<file path="src/design/bsfr_pkg.sv">
// Package for the byte-stuffed frame receiver: sizes, codes, state types and
// the command and status structs between the controller and the datapath.
// No dependencies; every other design file but bsfr_ram uses it.
package bsfr_pkg;

    localparam int FRAME_DEPTH = 64;
    localparam int IDX_W       = (FRAME_DEPTH > 1) ? $clog2(FRAME_DEPTH) : 1;
    localparam int FILL_W      = 7;
    localparam int BYTE_W      = 8;
    localparam int STATUS_W    = 3;
    localparam int CFG_IDX_W   = 2;

    localparam logic [FILL_W-1:0] FILL_FULL = FILL_W'(FRAME_DEPTH);
    localparam logic [FILL_W-1:0] FILL_MIN  = FILL_W'(2);

    localparam logic [BYTE_W-1:0] RST_START_BYTE  = 8'd126;
    localparam logic [BYTE_W-1:0] RST_ESCAPE_BYTE = 8'd125;
    localparam logic [BYTE_W-1:0] RST_END_BYTE    = 8'd127;

    localparam logic [BYTE_W-1:0] ESC_CODE_START  = 8'h01;
    localparam logic [BYTE_W-1:0] ESC_CODE_ESCAPE = 8'h02;
    localparam logic [BYTE_W-1:0] ESC_CODE_END    = 8'h03;

    typedef enum logic [STATUS_W-1:0] {
        ST_PAYLOAD     = 3'd0,
        ST_MISMATCH    = 3'd1,
        ST_SHORT       = 3'd2,
        ST_OVERFLOW    = 3'd3,
        ST_BADESC      = 3'd4,
        ST_UNEXP_START = 3'd5
    } t_status;

    typedef enum logic [1:0] {
        MODE_WAIT = 2'd0,
        MODE_READ = 2'd1,
        MODE_ESC  = 2'd2
    } t_rx_mode;

    typedef enum logic [CFG_IDX_W-1:0] {
        CFG_START  = 2'd0,
        CFG_ESCAPE = 2'd1,
        CFG_END    = 2'd2
    } t_cfg_idx;

    typedef enum logic [1:0] {
        SEL_RAW    = 2'd0,
        SEL_START  = 2'd1,
        SEL_ESCAPE = 2'd2,
        SEL_END    = 2'd3
    } t_store_sel;

    typedef enum logic [1:0] {
        S_IDLE = 2'd0,
        S_EVAL = 2'd1,
        S_RD   = 2'd2,
        S_LOAD = 2'd3
    } t_ctrl_state;

    typedef struct packed {
        logic       load_byte;
        logic       clr_frame;
        logic       store;
        t_store_sel store_sel;
        logic       post_status;
        t_status    status_code;
        logic       emit_start;
        logic       rd_issue;
        logic       post_payload;
    } t_dp_cmd;

    typedef struct packed {
        logic is_start;
        logic is_escape;
        logic is_end;
        logic is_code_start;
        logic is_code_escape;
        logic is_code_end;
        logic full;
        logic short_frame;
        logic sum_ok;
        logic emit_last;
        logic slot_free;
    } t_dp_stat;

endpackage

</file>
<file path="src/design/bsfr_in_if.sv">
// Input channel of the frame receiver: one raw received byte per item.
// Depends on bsfr_pkg for the byte width.
interface bsfr_in_if;
    logic                         valid;
    logic                         ready;
    logic [bsfr_pkg::BYTE_W-1:0] rx_byte;

    modport source (output valid, output rx_byte, input ready);
    modport sink   (input valid, input rx_byte, output ready);
endinterface

</file>
<file path="src/design/bsfr_out_if.sv">
// Output channel of the frame receiver: a payload byte or a status code per item.
// Depends on bsfr_pkg for the field widths.
interface bsfr_out_if;
    logic                           valid;
    logic                           ready;
    logic [bsfr_pkg::BYTE_W-1:0]   payload_byte;
    logic                           last_of_run;
    logic [bsfr_pkg::STATUS_W-1:0] status;

    modport source (output valid, output payload_byte, output last_of_run,
                    output status, input ready);
    modport sink   (input valid, input payload_byte, input last_of_run,
                    input status, output ready);
endinterface

</file>
<file path="src/design/byte_stuffed_frame_receiver_core.sv">
// Byte-stuffed frame receiver: takes one received byte per input item, removes
// the escape stuffing, stores the frame and checks its additive checksum at the
// end byte; a good frame leaves as a run of payload items with the last one
// marked, and each error leaves as one status item. Each byte is accepted and
// then evaluated against the mode, fill count and sum; a status item holds the
// evaluation until the output register is free. A good frame of n payload
// bytes is then read out one byte at a time through the frame store's
// registered read port, and the block accepts the next byte while the final
// item still waits in the output register. Depends on bsfr_pkg, the two channel
// interfaces, bsfr_ctrl, bsfr_dp and bsfr_ram.
module byte_stuffed_frame_receiver_core (
    input  logic                           i_clk,
    input  logic                           i_rst_n,
    input  logic                           i_cfg_we,
    input  logic [bsfr_pkg::CFG_IDX_W-1:0] i_cfg_idx,
    input  logic [bsfr_pkg::BYTE_W-1:0]    i_cfg_wdata,
    bsfr_in_if.sink                        i_in,
    bsfr_out_if.source                     o_out
);
    import bsfr_pkg::*;

    t_dp_cmd  cmd;
    t_dp_stat stat;

    bsfr_ctrl u_ctrl (
        .i_clk      (i_clk),
        .i_rst_n    (i_rst_n),
        .i_in_valid (i_in.valid),
        .o_in_ready (i_in.ready),
        .i_stat     (stat),
        .o_cmd      (cmd)
    );

    bsfr_dp u_dp (
        .i_clk          (i_clk),
        .i_rst_n        (i_rst_n),
        .i_cfg_we       (i_cfg_we),
        .i_cfg_idx      (i_cfg_idx),
        .i_cfg_wdata    (i_cfg_wdata),
        .i_rx_byte      (i_in.rx_byte),
        .i_cmd          (cmd),
        .o_stat         (stat),
        .i_out_ready    (o_out.ready),
        .o_out_valid    (o_out.valid),
        .o_payload_byte (o_out.payload_byte),
        .o_last_of_run  (o_out.last_of_run),
        .o_status       (o_out.status)
    );

endmodule

</file>
<file path="src/design/bsfr_ram.sv">
// Generic single-write, single-read RAM with a registered read port.
// No dependencies.
module bsfr_ram #(
    parameter int WIDTH = 8,
    parameter int DEPTH = 64
) (
    input  logic                                        i_clk,
    input  logic                                        i_we,
    input  logic [((DEPTH > 1) ? $clog2(DEPTH) : 1)-1:0] i_waddr,
    input  logic [WIDTH-1:0]                            i_wdata,
    input  logic                                        i_re,
    input  logic [((DEPTH > 1) ? $clog2(DEPTH) : 1)-1:0] i_raddr,
    output logic [WIDTH-1:0]                            o_rdata
);

    logic [WIDTH-1:0] r_mem [DEPTH];
    logic [WIDTH-1:0] r_rdata;

    always_ff @(posedge i_clk) begin
        if (i_we) begin
            r_mem[i_waddr] <= i_wdata;
        end
        if (i_re) begin
            r_rdata <= r_mem[i_raddr];
        end
    end

    assign o_rdata = r_rdata;

endmodule

</file>
<file path="src/design/bsfr_dp.sv">
// Datapath of the frame receiver: configuration registers, byte classification,
// frame store, fill count, running sum and the output register.
// Depends on bsfr_pkg and bsfr_ram.
module bsfr_dp (
    input  logic                           i_clk,
    input  logic                           i_rst_n,
    input  logic                           i_cfg_we,
    input  logic [bsfr_pkg::CFG_IDX_W-1:0] i_cfg_idx,
    input  logic [bsfr_pkg::BYTE_W-1:0]    i_cfg_wdata,
    input  logic [bsfr_pkg::BYTE_W-1:0]    i_rx_byte,
    input  bsfr_pkg::t_dp_cmd              i_cmd,
    output bsfr_pkg::t_dp_stat             o_stat,
    input  logic                           i_out_ready,
    output logic                           o_out_valid,
    output logic [bsfr_pkg::BYTE_W-1:0]    o_payload_byte,
    output logic                           o_last_of_run,
    output logic [bsfr_pkg::STATUS_W-1:0]  o_status
);
    import bsfr_pkg::*;

    logic [BYTE_W-1:0] r_start_b, r_esc_b, r_end_b;
    logic [BYTE_W-1:0] r_byte;
    logic [FILL_W-1:0] r_fill, n_fill;
    logic [BYTE_W-1:0] r_sum, n_sum;
    logic [BYTE_W-1:0] r_last, n_last;
    logic [IDX_W-1:0]  r_rd_idx;
    logic              r_out_valid;
    logic [BYTE_W-1:0] r_out_byte;
    logic              r_out_last;
    t_status           r_out_status;

    logic [BYTE_W-1:0] store_val;
    logic [BYTE_W-1:0] ram_rdata;
    logic              emit_last;

    // Configuration writes; an index beyond the list is ignored.
    always_ff @(posedge i_clk) begin
        if (!i_rst_n) begin
            r_start_b <= RST_START_BYTE;
            r_esc_b   <= RST_ESCAPE_BYTE;
            r_end_b   <= RST_END_BYTE;
        end else if (i_cfg_we) begin
            case (t_cfg_idx'(i_cfg_idx))
                CFG_START:  r_start_b <= i_cfg_wdata;
                CFG_ESCAPE: r_esc_b   <= i_cfg_wdata;
                CFG_END:    r_end_b   <= i_cfg_wdata;
                default:    ;
            endcase
        end
    end

    always_ff @(posedge i_clk) begin
        if (i_cmd.load_byte) begin
            r_byte <= i_rx_byte;
        end
    end

    always_comb begin
        case (i_cmd.store_sel)
            SEL_RAW:    store_val = r_byte;
            SEL_START:  store_val = r_start_b;
            SEL_ESCAPE: store_val = r_esc_b;
            SEL_END:    store_val = r_end_b;
            default:    store_val = r_byte;
        endcase
    end

    always_comb begin
        n_fill = r_fill;
        n_sum  = r_sum;
        n_last = r_last;
        if (i_cmd.clr_frame) begin
            n_fill = '0;
            n_sum  = '0;
        end else if (i_cmd.store) begin
            n_fill = r_fill + FILL_W'(1);
            n_sum  = r_sum + store_val;
            n_last = store_val;
        end
    end

    always_ff @(posedge i_clk) begin
        if (!i_rst_n) begin
            r_fill <= '0;
            r_sum  <= '0;
        end else begin
            r_fill <= n_fill;
            r_sum  <= n_sum;
        end
        r_last <= n_last;
    end

    bsfr_ram #(
        .WIDTH (BYTE_W),
        .DEPTH (FRAME_DEPTH)
    ) u_store (
        .i_clk   (i_clk),
        .i_we    (i_cmd.store),
        .i_waddr (r_fill[IDX_W-1:0]),
        .i_wdata (store_val),
        .i_re    (i_cmd.rd_issue),
        .i_raddr (r_rd_idx),
        .o_rdata (ram_rdata)
    );

    // Payload run: the read index walks the store up to the byte before the checksum.
    always_ff @(posedge i_clk) begin
        if (!i_rst_n) begin
            r_rd_idx <= '0;
        end else if (i_cmd.emit_start) begin
            r_rd_idx <= '0;
        end else if (i_cmd.post_payload) begin
            r_rd_idx <= r_rd_idx + IDX_W'(1);
        end
    end

    assign emit_last = (FILL_W'(r_rd_idx) + FILL_W'(2)) == r_fill;

    always_ff @(posedge i_clk) begin
        if (!i_rst_n) begin
            r_out_valid <= 1'b0;
        end else if (i_cmd.post_status || i_cmd.post_payload) begin
            r_out_valid <= 1'b1;
        end else if (i_out_ready) begin
            r_out_valid <= 1'b0;
        end
        if (i_cmd.post_status) begin
            r_out_byte   <= '0;
            r_out_last   <= 1'b1;
            r_out_status <= i_cmd.status_code;
        end else if (i_cmd.post_payload) begin
            r_out_byte   <= ram_rdata;
            r_out_last   <= emit_last;
            r_out_status <= ST_PAYLOAD;
        end
    end

    always_comb begin
        o_stat.is_start       = (r_byte == r_start_b);
        o_stat.is_escape      = (r_byte == r_esc_b);
        o_stat.is_end         = (r_byte == r_end_b);
        o_stat.is_code_start  = (r_byte == ESC_CODE_START);
        o_stat.is_code_escape = (r_byte == ESC_CODE_ESCAPE);
        o_stat.is_code_end    = (r_byte == ESC_CODE_END);
        o_stat.full           = (r_fill >= FILL_FULL);
        o_stat.short_frame    = (r_fill < FILL_MIN);
        // The last stored byte is the checksum; the rest of the sum must match it.
        o_stat.sum_ok         = ((r_sum - r_last) == r_last);
        o_stat.emit_last      = emit_last;
        o_stat.slot_free      = !r_out_valid || i_out_ready;
    end

    assign o_out_valid    = r_out_valid;
    assign o_payload_byte = r_out_byte;
    assign o_last_of_run  = r_out_last;
    assign o_status       = r_out_status;

    a_store_room: assert property (@(posedge i_clk) disable iff (!i_rst_n)
        i_cmd.store |-> (r_fill < FILL_FULL))
        else $error("store issued into a full frame store");

    a_status_last: assert property (@(posedge i_clk) disable iff (!i_rst_n)
        (r_out_valid && (r_out_status != ST_PAYLOAD)) |-> (r_out_last && (r_out_byte == '0)))
        else $error("status item without last marker or with nonzero byte");

    a_one_post: assert property (@(posedge i_clk) disable iff (!i_rst_n)
        !(i_cmd.post_status && i_cmd.post_payload))
        else $error("status and payload posted in the same cycle");

endmodule

</file>
<file path="src/design/bsfr_ctrl.sv">
// Controller of the frame receiver: the sequencing state machine and the
// receive mode (waiting, reading, after escape). Depends on bsfr_pkg.
module bsfr_ctrl (
    input  logic               i_clk,
    input  logic               i_rst_n,
    input  logic               i_in_valid,
    output logic               o_in_ready,
    input  bsfr_pkg::t_dp_stat i_stat,
    output bsfr_pkg::t_dp_cmd  o_cmd
);
    import bsfr_pkg::*;

    t_ctrl_state r_state, n_state;
    t_rx_mode    r_mode, n_mode;

    // Decision for the byte under evaluation, before the output-slot check.
    t_rx_mode   d_mode;
    logic       d_clr, d_store, d_post, d_emit;
    t_store_sel d_sel;
    t_status    d_code;

    always_ff @(posedge i_clk) begin
        if (!i_rst_n) begin
            r_state <= S_IDLE;
            r_mode  <= MODE_WAIT;
        end else begin
            r_state <= n_state;
            r_mode  <= n_mode;
        end
    end

    always_comb begin
        d_mode  = r_mode;
        d_clr   = 1'b0;
        d_store = 1'b0;
        d_sel   = SEL_RAW;
        d_post  = 1'b0;
        d_code  = ST_PAYLOAD;
        d_emit  = 1'b0;
        case (r_mode)
            MODE_WAIT: begin
                if (i_stat.is_start) begin
                    d_clr  = 1'b1;
                    d_mode = MODE_READ;
                end
            end
            MODE_READ: begin
                if (i_stat.is_start) begin
                    d_clr  = 1'b1;
                    d_post = 1'b1;
                    d_code = ST_UNEXP_START;
                end else if (i_stat.is_escape) begin
                    d_mode = MODE_ESC;
                end else if (i_stat.is_end) begin
                    d_mode = MODE_WAIT;
                    if (i_stat.short_frame) begin
                        d_post = 1'b1;
                        d_code = ST_SHORT;
                    end else if (!i_stat.sum_ok) begin
                        d_post = 1'b1;
                        d_code = ST_MISMATCH;
                    end else begin
                        d_emit = 1'b1;
                    end
                end else if (!i_stat.full) begin
                    d_store = 1'b1;
                end else begin
                    d_mode = MODE_WAIT;
                    d_post = 1'b1;
                    d_code = ST_OVERFLOW;
                end
            end
            MODE_ESC: begin
                if (i_stat.full) begin
                    d_mode = MODE_WAIT;
                    d_post = 1'b1;
                    d_code = ST_OVERFLOW;
                end else if (i_stat.is_code_start) begin
                    d_store = 1'b1;
                    d_sel   = SEL_START;
                    d_mode  = MODE_READ;
                end else if (i_stat.is_code_escape) begin
                    d_store = 1'b1;
                    d_sel   = SEL_ESCAPE;
                    d_mode  = MODE_READ;
                end else if (i_stat.is_code_end) begin
                    d_store = 1'b1;
                    d_sel   = SEL_END;
                    d_mode  = MODE_READ;
                end else begin
                    d_mode = MODE_WAIT;
                    d_post = 1'b1;
                    d_code = ST_BADESC;
                end
            end
            default: begin
                d_mode = MODE_WAIT;
            end
        endcase
    end

    always_comb begin
        n_state    = r_state;
        n_mode     = r_mode;
        o_in_ready = 1'b0;
        o_cmd      = '0;
        case (r_state)
            S_IDLE: begin
                o_in_ready      = 1'b1;
                o_cmd.load_byte = i_in_valid;
                if (i_in_valid) begin
                    n_state = S_EVAL;
                end
            end
            S_EVAL: begin
                // A status item waits here, with nothing committed, until the
                // output register can take it.
                if (!d_post || i_stat.slot_free) begin
                    n_mode            = d_mode;
                    o_cmd.clr_frame   = d_clr;
                    o_cmd.store       = d_store;
                    o_cmd.store_sel   = d_sel;
                    o_cmd.post_status = d_post;
                    o_cmd.status_code = d_code;
                    o_cmd.emit_start  = d_emit;
                    n_state           = d_emit ? S_RD : S_IDLE;
                end
            end
            S_RD: begin
                o_cmd.rd_issue = 1'b1;
                n_state        = S_LOAD;
            end
            S_LOAD: begin
                if (i_stat.slot_free) begin
                    o_cmd.post_payload = 1'b1;
                    n_state            = i_stat.emit_last ? S_IDLE : S_RD;
                end
            end
            default: begin
                n_state = S_IDLE;
            end
        endcase
    end

    a_post_free: assert property (@(posedge i_clk) disable iff (!i_rst_n)
        (o_cmd.post_status || o_cmd.post_payload) |-> i_stat.slot_free)
        else $error("result posted while the output register was occupied");

    a_accept_eval: assert property (@(posedge i_clk) disable iff (!i_rst_n)
        o_cmd.load_byte |=> (r_state == S_EVAL))
        else $error("accepted byte was not evaluated in the next cycle");

    a_emit_wait: assert property (@(posedge i_clk) disable iff (!i_rst_n)
        o_cmd.emit_start |=> ((r_state == S_RD) && (r_mode == MODE_WAIT)))
        else $error("payload run did not start from the waiting mode");

endmodule
</file>
<file path="src/flat_wrapper.sv">
// flat-port wrapper written by rule: the top's interface ports become plain ports
module byte_stuffed_frame_receiver_core_flat import bsfr_pkg::*;
  (i_clk, i_rst_n, i_cfg_we, i_cfg_idx, i_cfg_wdata, i_in_valid, i_in_rx_byte, i_in_ready, o_out_valid, o_out_payload_byte, o_out_last_of_run, o_out_status, o_out_ready);
  bsfr_in_if i_in_i ();
  bsfr_out_if o_out_i ();
  input  logic i_clk;
  input  logic i_rst_n;
  input  logic i_cfg_we;
  input  logic [bsfr_pkg::CFG_IDX_W-1:0] i_cfg_idx;
  input  logic [bsfr_pkg::BYTE_W-1:0] i_cfg_wdata;
  input wire logic [$bits(i_in_i.valid)-1:0] i_in_valid;
  input wire logic [$bits(i_in_i.rx_byte)-1:0] i_in_rx_byte;
  output wire logic [$bits(i_in_i.ready)-1:0] i_in_ready;
  output wire logic [$bits(o_out_i.valid)-1:0] o_out_valid;
  output wire logic [$bits(o_out_i.payload_byte)-1:0] o_out_payload_byte;
  output wire logic [$bits(o_out_i.last_of_run)-1:0] o_out_last_of_run;
  output wire logic [$bits(o_out_i.status)-1:0] o_out_status;
  input wire logic [$bits(o_out_i.ready)-1:0] o_out_ready;
  assign i_in_i.valid = i_in_valid;
  assign i_in_i.rx_byte = i_in_rx_byte;
  assign i_in_ready = i_in_i.ready;
  assign o_out_valid = o_out_i.valid;
  assign o_out_payload_byte = o_out_i.payload_byte;
  assign o_out_last_of_run = o_out_i.last_of_run;
  assign o_out_status = o_out_i.status;
  assign o_out_i.ready = o_out_ready;
  byte_stuffed_frame_receiver_core u_core (.i_clk(i_clk), .i_rst_n(i_rst_n), .i_cfg_we(i_cfg_we), .i_cfg_idx(i_cfg_idx), .i_cfg_wdata(i_cfg_wdata), .i_in(i_in_i), .o_out(o_out_i));
endmodule
</file>
<file path="config.mk">
export PLATFORM = sky130hd
export DESIGN_NAME = byte_stuffed_frame_receiver_core_flat
export DESIGN_NICKNAME = d
export VERILOG_FILES = /design/src/design/bsfr_pkg.sv /design/src/design/bsfr_in_if.sv /design/src/design/bsfr_out_if.sv /design/src/design/byte_stuffed_frame_receiver_core.sv /design/src/design/bsfr_ram.sv /design/src/design/bsfr_dp.sv /design/src/design/bsfr_ctrl.sv /design/src/flat_wrapper.sv
export SDC_FILE = /design/constraint.sdc
export NUM_CORES = 1
export LEC_CHECK = 0
export BUFFER_PORTS_ARGS = -buffer_cell sky130_fd_sc_hd__buf_2
export CAP_MARGIN = 20
export CORE_MARGIN = 8
export CORE_UTILIZATION = 45
export DETAILED_ROUTE_END_ITERATION = 10
export PLACE_DENSITY_LB_ADDON = 0.15
export SLEW_MARGIN = 20
export SYNTH_ARGS = -nofsm -noshare
export SYNTH_HDL_FRONTEND = slang
export SYNTH_HIERARCHICAL = 1
export SYNTH_SLANG_ARGS = --single-unit
</file>
<file path="constraint.sdc">
create_clock -name i_clk -period 6.6 [get_ports i_clk]
set_input_delay 1.98 -clock i_clk [delete_from_list [all_inputs] [get_ports i_clk]]
set_output_delay 1.98 -clock i_clk [all_outputs]
set_load 0.005 [all_outputs]
</file>
# Word-level counts from Yosys, hierarchy flattened
# Memories as Yosys holds them, arrays and structs flattened. A register that Yosys moved wholly into a read port is not among the register bits.
# Cells that the tools add are included.
# word_totals
regBits	78
ram_bits	512
in_bits	23
output_inout_bits	14
mem_count	1
# op_classes
n_addsub	5
order_cmp	2
eq_ne	24
muxes	74
bitwise_logic	2
n_reduce_logical	20
# memory_table
name	words	word_bits	rd	rd_ports_with_merged_regs	write_ports	line	source
u_core.u_dp.u_store.r_mem	64	8	1	1	1	bsfr_ram.sv:16	logic [WIDTH-1:0] r_mem [DEPTH];
# op_table
op	count
1-bit two-way mux	40
2-bit two-way mux	17
8-bit == test	4
8-bit one-hot mux with 4 select lines	1
3-bit two-way mux	9
9-bit two-way mux	2
8-bit by 2-bit == test with 1-bit output (second input constant)	2
2-bit == test (second input constant)	6
8-bit adder	1
2-bit by 1-bit == test with 1-bit output (second input constant)	4
8-bit by 1-bit == test with 1-bit output (second input constant)	1
2-bit logical NOT	4
2-bit != test (second input constant)	4
2-bit one-hot mux with 4 select lines	1
2-bit AND reduction	4
8-bit subtractor	1
6-bit by 2-bit adder with 7-bit output (second input constant)	1
7-bit by 1-bit adder with 7-bit output (second input constant)	1
7-bit == test	1
7-bit >= comparator (second input constant)	1
7-bit by 2-bit < comparator with 1-bit output (second input constant)	1
6-bit by 1-bit adder with 6-bit output (second input constant)	1
2-bit one-hot mux with 3 select lines	1
3-bit one-hot mux with 2 select lines	1
10 further kinds	18

# Depth between registers and ports, before layout
# depth
ltp_word	15
depth_mapped	23
depth_no_buf	22

# By module
# Netlist, hierarchy kept.
# modules_own_cells
module	instances	cells_each	area_each_um2
bsfr_ram	1	940	20250.7
bsfr_dp	1	419	3996.3
bsfr_ctrl	1	74	520.5

# Worst setup path after synthesis
# Ideal clock, no wire load.
# synth_path
path_type	in2reg
start	in o_out_ready
end	reg u_core.u_dp.r_sum[6]
arrival_ns	5.568
t_required_ns	6.542
slack_ns	0.974
cell_stages	13
path_buffers	1
cell_sequence	nand2b_1 > a311oi_2 > nand2b_1 > nor3_1 > buf_6 > mux4_1 > ha_1 > fa_1 > a21o_1 > a21oi_1 > o21ai_0 > nor4_1 > a211o_1
# synth_lines
item	line	source
from (decl)	flat_wrapper.sv:18	input wire logic [$bits(o_out_i.ready)-1:0] o_out_ready;
to (signal assigned)	bsfr_dp.sv:88	r_sum <= n_sum;
to (decl)	bsfr_dp.sv:24	logic [BYTE_W-1:0] r_sum, n_sum;

==> key figures <==
Cells and area
  • Core Util, Final: about half
  • Area of the multi-input gates: roughly 7000 um^2
  • Sequential cell area: 17300 um^2
  • Share of cells above drive strength 1: 20.5%
  • Layout Nets: 1533
  • # fillers: 4513
  • Final Cell Area: 27600 um^2
  • Cell Count, Final, Fillers Out: 2243
  • Layout area overhead: 11.4%

Worst setup path
  • R2r setup slk: between 0.6 and 0.7 ns
  • Crit path required time: 7.16 ns
  • WS Path Type: reg2reg
  • Startpoint Class: register
  • Worst Path Max Fanout: 24
  • Critical path endpoint category: register
  • CP arrival: 6.48 ns

STA
  • Fin crit share: 89.8%
  • Hold Vio Cnt, Final: 0
  • Final Slew Violations: 0
  • RSZ-0062 raised after global routing: false
  • Worst slew pin tran: 1.08 ns
  • Setup TNS: 0 ns
  • Slack of the critical path: around 0.68 ns
  • # setup viols final: 0
  • Hold WS: around 0.5 ns
  • Slew HR: 27.7%
  • Clock skew: 0.0196 ns
  • Achievable clock frequency: roughly 0.17 GHz
  • Final Critical Period: 5.92 ns

Global routing
  • Total Routing Usage GR: roughly 18%
  • Initial antenna violation count: 0
  • Vias in the first global route: 13157
  • Largest net degree at the start of global routing: 66
  • Global-route wire length before repair: 85600 um
  • Grt total ovfl: 0

Place
  • Dpl cell area: 25600 um^2
  • Placer Congestion: 0.846
  • Dpl cells: 2126
  • Port bufs: 36
  • DP HPWL: 35000 um
  • Worst slack, placed: 0.530 ns

Yosys
  • Mapped Avg Cell Area: approximately 17 um^2
  • Cell count after synthesis: 1433
  • Number of synthesized register bits: ~600
  • Post-synthesis net count: between 1000 and 1500
  • Post-synth top area cell: edfxtp_1
  • Cell variety after synth: 67
  • Mux contribution to synthesized area: 14.6%
  • Yosys warning count: 6
  • Compound-cell area share of the yosys netlist: approximately 3.4%
  • Yosys top cell area share: 65.2%
  • Simple-gate portion of the synthesized area: 6.86%
  • EDFF count, synth: 538
  • Most used DFF post-synth: edfxtp_1
  • Mapped Area: 24800 um^2
  • Async set-reset flop share out of synthesis: 0%
  • Seq/Total Area, Yosys: 70.0%
  • Largest family of logic cells by synthesized area: multiplexers
  • Ranking of synthesized cells by area: edfxtp_1, mux4_2, dfxtp_1
  • Xor/xnor share of the synthesized area: 1.94%
  • Adder-cell share of the synthesized area: between 1 and 1.5%

Power
  • Sw Share: 19.7%
  • Psw: 1.50 mW
  • Int Pwr: 6.14 mW
  • Pwr/cell area: 277 nW/um^2
  • Sequential cell fraction of total power: 54.2%
  • Combinational Power Share: 1.6%
  • Clock share of power: between 40% and 50%
  • Power Total: between 7 and 8 mW
  • Pleak: 8.57 nW
  • Maximum VDD drop: 0.230 mV

Die
  • Core ar.: 54800 um^2
  • Die area: 62800 um^2
  • # rows: 86
  • I/O pin cnt: 37
  • Die height: 251 um
  • Starting density of the core: ~45%
  • Die X: 251 um

Drt
  • DR iter-0 viols: roughly 1300
  • First-pass detailed-route iteration total: 5
  • Vias: 13125
  • Final antenna-violating net count: 0
  • WL per Instance: 25.3 um
  • Final WL: 56800 um
  • Remaining DRCs: 0
  • Via density: 5.85

Clock network
  • # hold bufs at CTS: 0
  • Clk_lat worst skew: 0.62 ns
  • CTS tree: yes
  • Post-CTS setup buffer count: 0
  • Root buffer cell: clkbuf_16
  • Clk pin slew, worst setup/hold paths: 0.06 ns
  • CTS Buf Count: 61
  • Post-cts sizing count: 0
  • H-Tree Depth: 2
  • Clock sink total: 597
  • Max Buffers Root-to-Sink: 3

Min path
  • Hold WC Path Type: reg2reg

Outcome
  • Status: completed

Flow run
  • Max Cap Viol: 0
cells by family after synthesis:
logic type                 count (synthesis)
DFF                                      597
and+or+nand+nor                          363
muxes                                    189
AOI/OAI and AO/OA                        115
buffers and inverters                     90
xor gates and xnor gates                  55
adders and majority gates                 24
layout by cell type, fill, tap and decap left out, drive strengths merged, types with 9 or more instances in the layout:
cell / count
inv: 19
nand4: 11
o21ai: 19
nor2: 126
nand2: 88
edfxtp: 538
clkbuf: 89
o22ai: 9
a21oi: 16
mux2: 14
mux4: 134
dfxtp: 59
nand2b: 16
nor2b: 21
xor2: 15
buf: 62
xnor2: 40
ha: 22
clkinv: 19
nor3: 17
mux2i: 41
nand3: 44
worst paths after layout:
check | start | end | cells after the start
hold reg to reg | u_core/u_dp/u_store/o_rdata[4] | u_core/u_dp/o_payload_byte[4] | 2
setup reg to reg | u_core/u_dp/r_sum[1] | u_core/u_dp/r_sum[7] | 18
setup / recovery | u_core/u_dp/r_sum[1] | u_core/u_dp/r_sum[7] | 18
hold / removal | u_core/u_dp/u_store/o_rdata[4] | u_core/u_dp/o_payload_byte[4] | 2
routing by layer:
| layer | part of all wire [%] | vias to the layer above | GRT usage, % | routed length (um) |
|---|---|---|---|---|
| met5 | 0 | - | 0 | 0 |
| met4 | 2.4 | 0 | 5.44 | 1390 |
| met3 | 5.9 | 85 | 3.06 | 3360 |
| met2 | 47 | 362 | 27.9 | 26500 |
| met1 | 45 | 6902 | 26.1 | 25600 |
| li1 | - | 5776 | - | - |
power by group through the flow:
| stage | clock, mW | combinational [mW] | sequential [mW] |
|---|---|---|---|
| after floorplan | 0 | 0.0690 | 4.22 |
| after CTS | 3.47 | 0.125 | 4.14 |
| after global routing | 3.61 | 0.135 | 4.14 |
| after detailed placement | 0 | 0.125 | 4.22 |
| after global placement | 0 | 0.120 | 4.22 |
| final | 3.38 | 0.121 | 4.14 |
cell type report:
| cell class | count | area share (%) |
|---|---|---|
| flip-flops and latches | 597 | 62.9 |
| multi-input cells | 746 | 25.1 |
| clock buffers | 89 | 6.32 |
| well taps | 704 | 3.19 |
| repair buffers | 62 | 1.36 |
| clock inverters | 26 | 0.839 |
| inverters | 18 | 0.245 |
| diodes | 1 | 0.00907 |
worst max-delay path, cell delays in order (launching register included):
cell	delay, ns
dfxtp_1	0.48
ha_1	0.28
nor2b_1	0.15
o31a_1	0.28
o41ai_1	0.35
a311oi_1	0.10
nor4_1	0.59
nand3b_2	0.16
o211ai_2	0.12
a311oi_2	0.17
nand2b_1	0.27
nor3_1	0.51
mux4_2	0.82
ha_1	0.39
a211oi_1	0.38
o211ai_1	0.18
a21o_1	0.22
a311o_1	0.35
nand2_1	0.05
registers in the layout, indices dropped and copies added, names as in the netlist, 3 cells and up:
name,cells
u_core/u_dp/u_store/o_rdata,8
u_core/u_dp/o_payload_byte,8
u_core/u_dp/r_end_b,8
u_core/u_dp/r_byte,8
u_core/u_dp/r_start_b,8
u_core/u_dp/r_rd_idx,6
u_core/u_dp/r_sum,8
u_core/u_dp/r_last,7
u_core/u_dp/r_esc_b,8
u_core/u_dp/o_status,3
u_core/u_dp/u_store/r_mem,512
u_core/u_dp/r_fill,7
synth_stat cells (all sizes together) (4+ instances only):
library cell and count:
nand2b 16, mux4 134, inv 18, o211ai 5, buf 42, xnor2 40
nor2 126, ha 22, nor2b 21, a221oi 6, o21ai 19, nand3b 7
nand2 88, a211oi 7, o221ai 8, xor2 15, nor3 17, mux2i 41
nand3 44, nor4 4, nand4 11, or4 4, edfxtp 538, clkbuf 30
mux2 14, and2 7, o22ai 9, a21boi 7, a21oi 16, or3 6
and3 4, dfxtp 59, a22oi 5
Power figures use the tool's default switching activity.
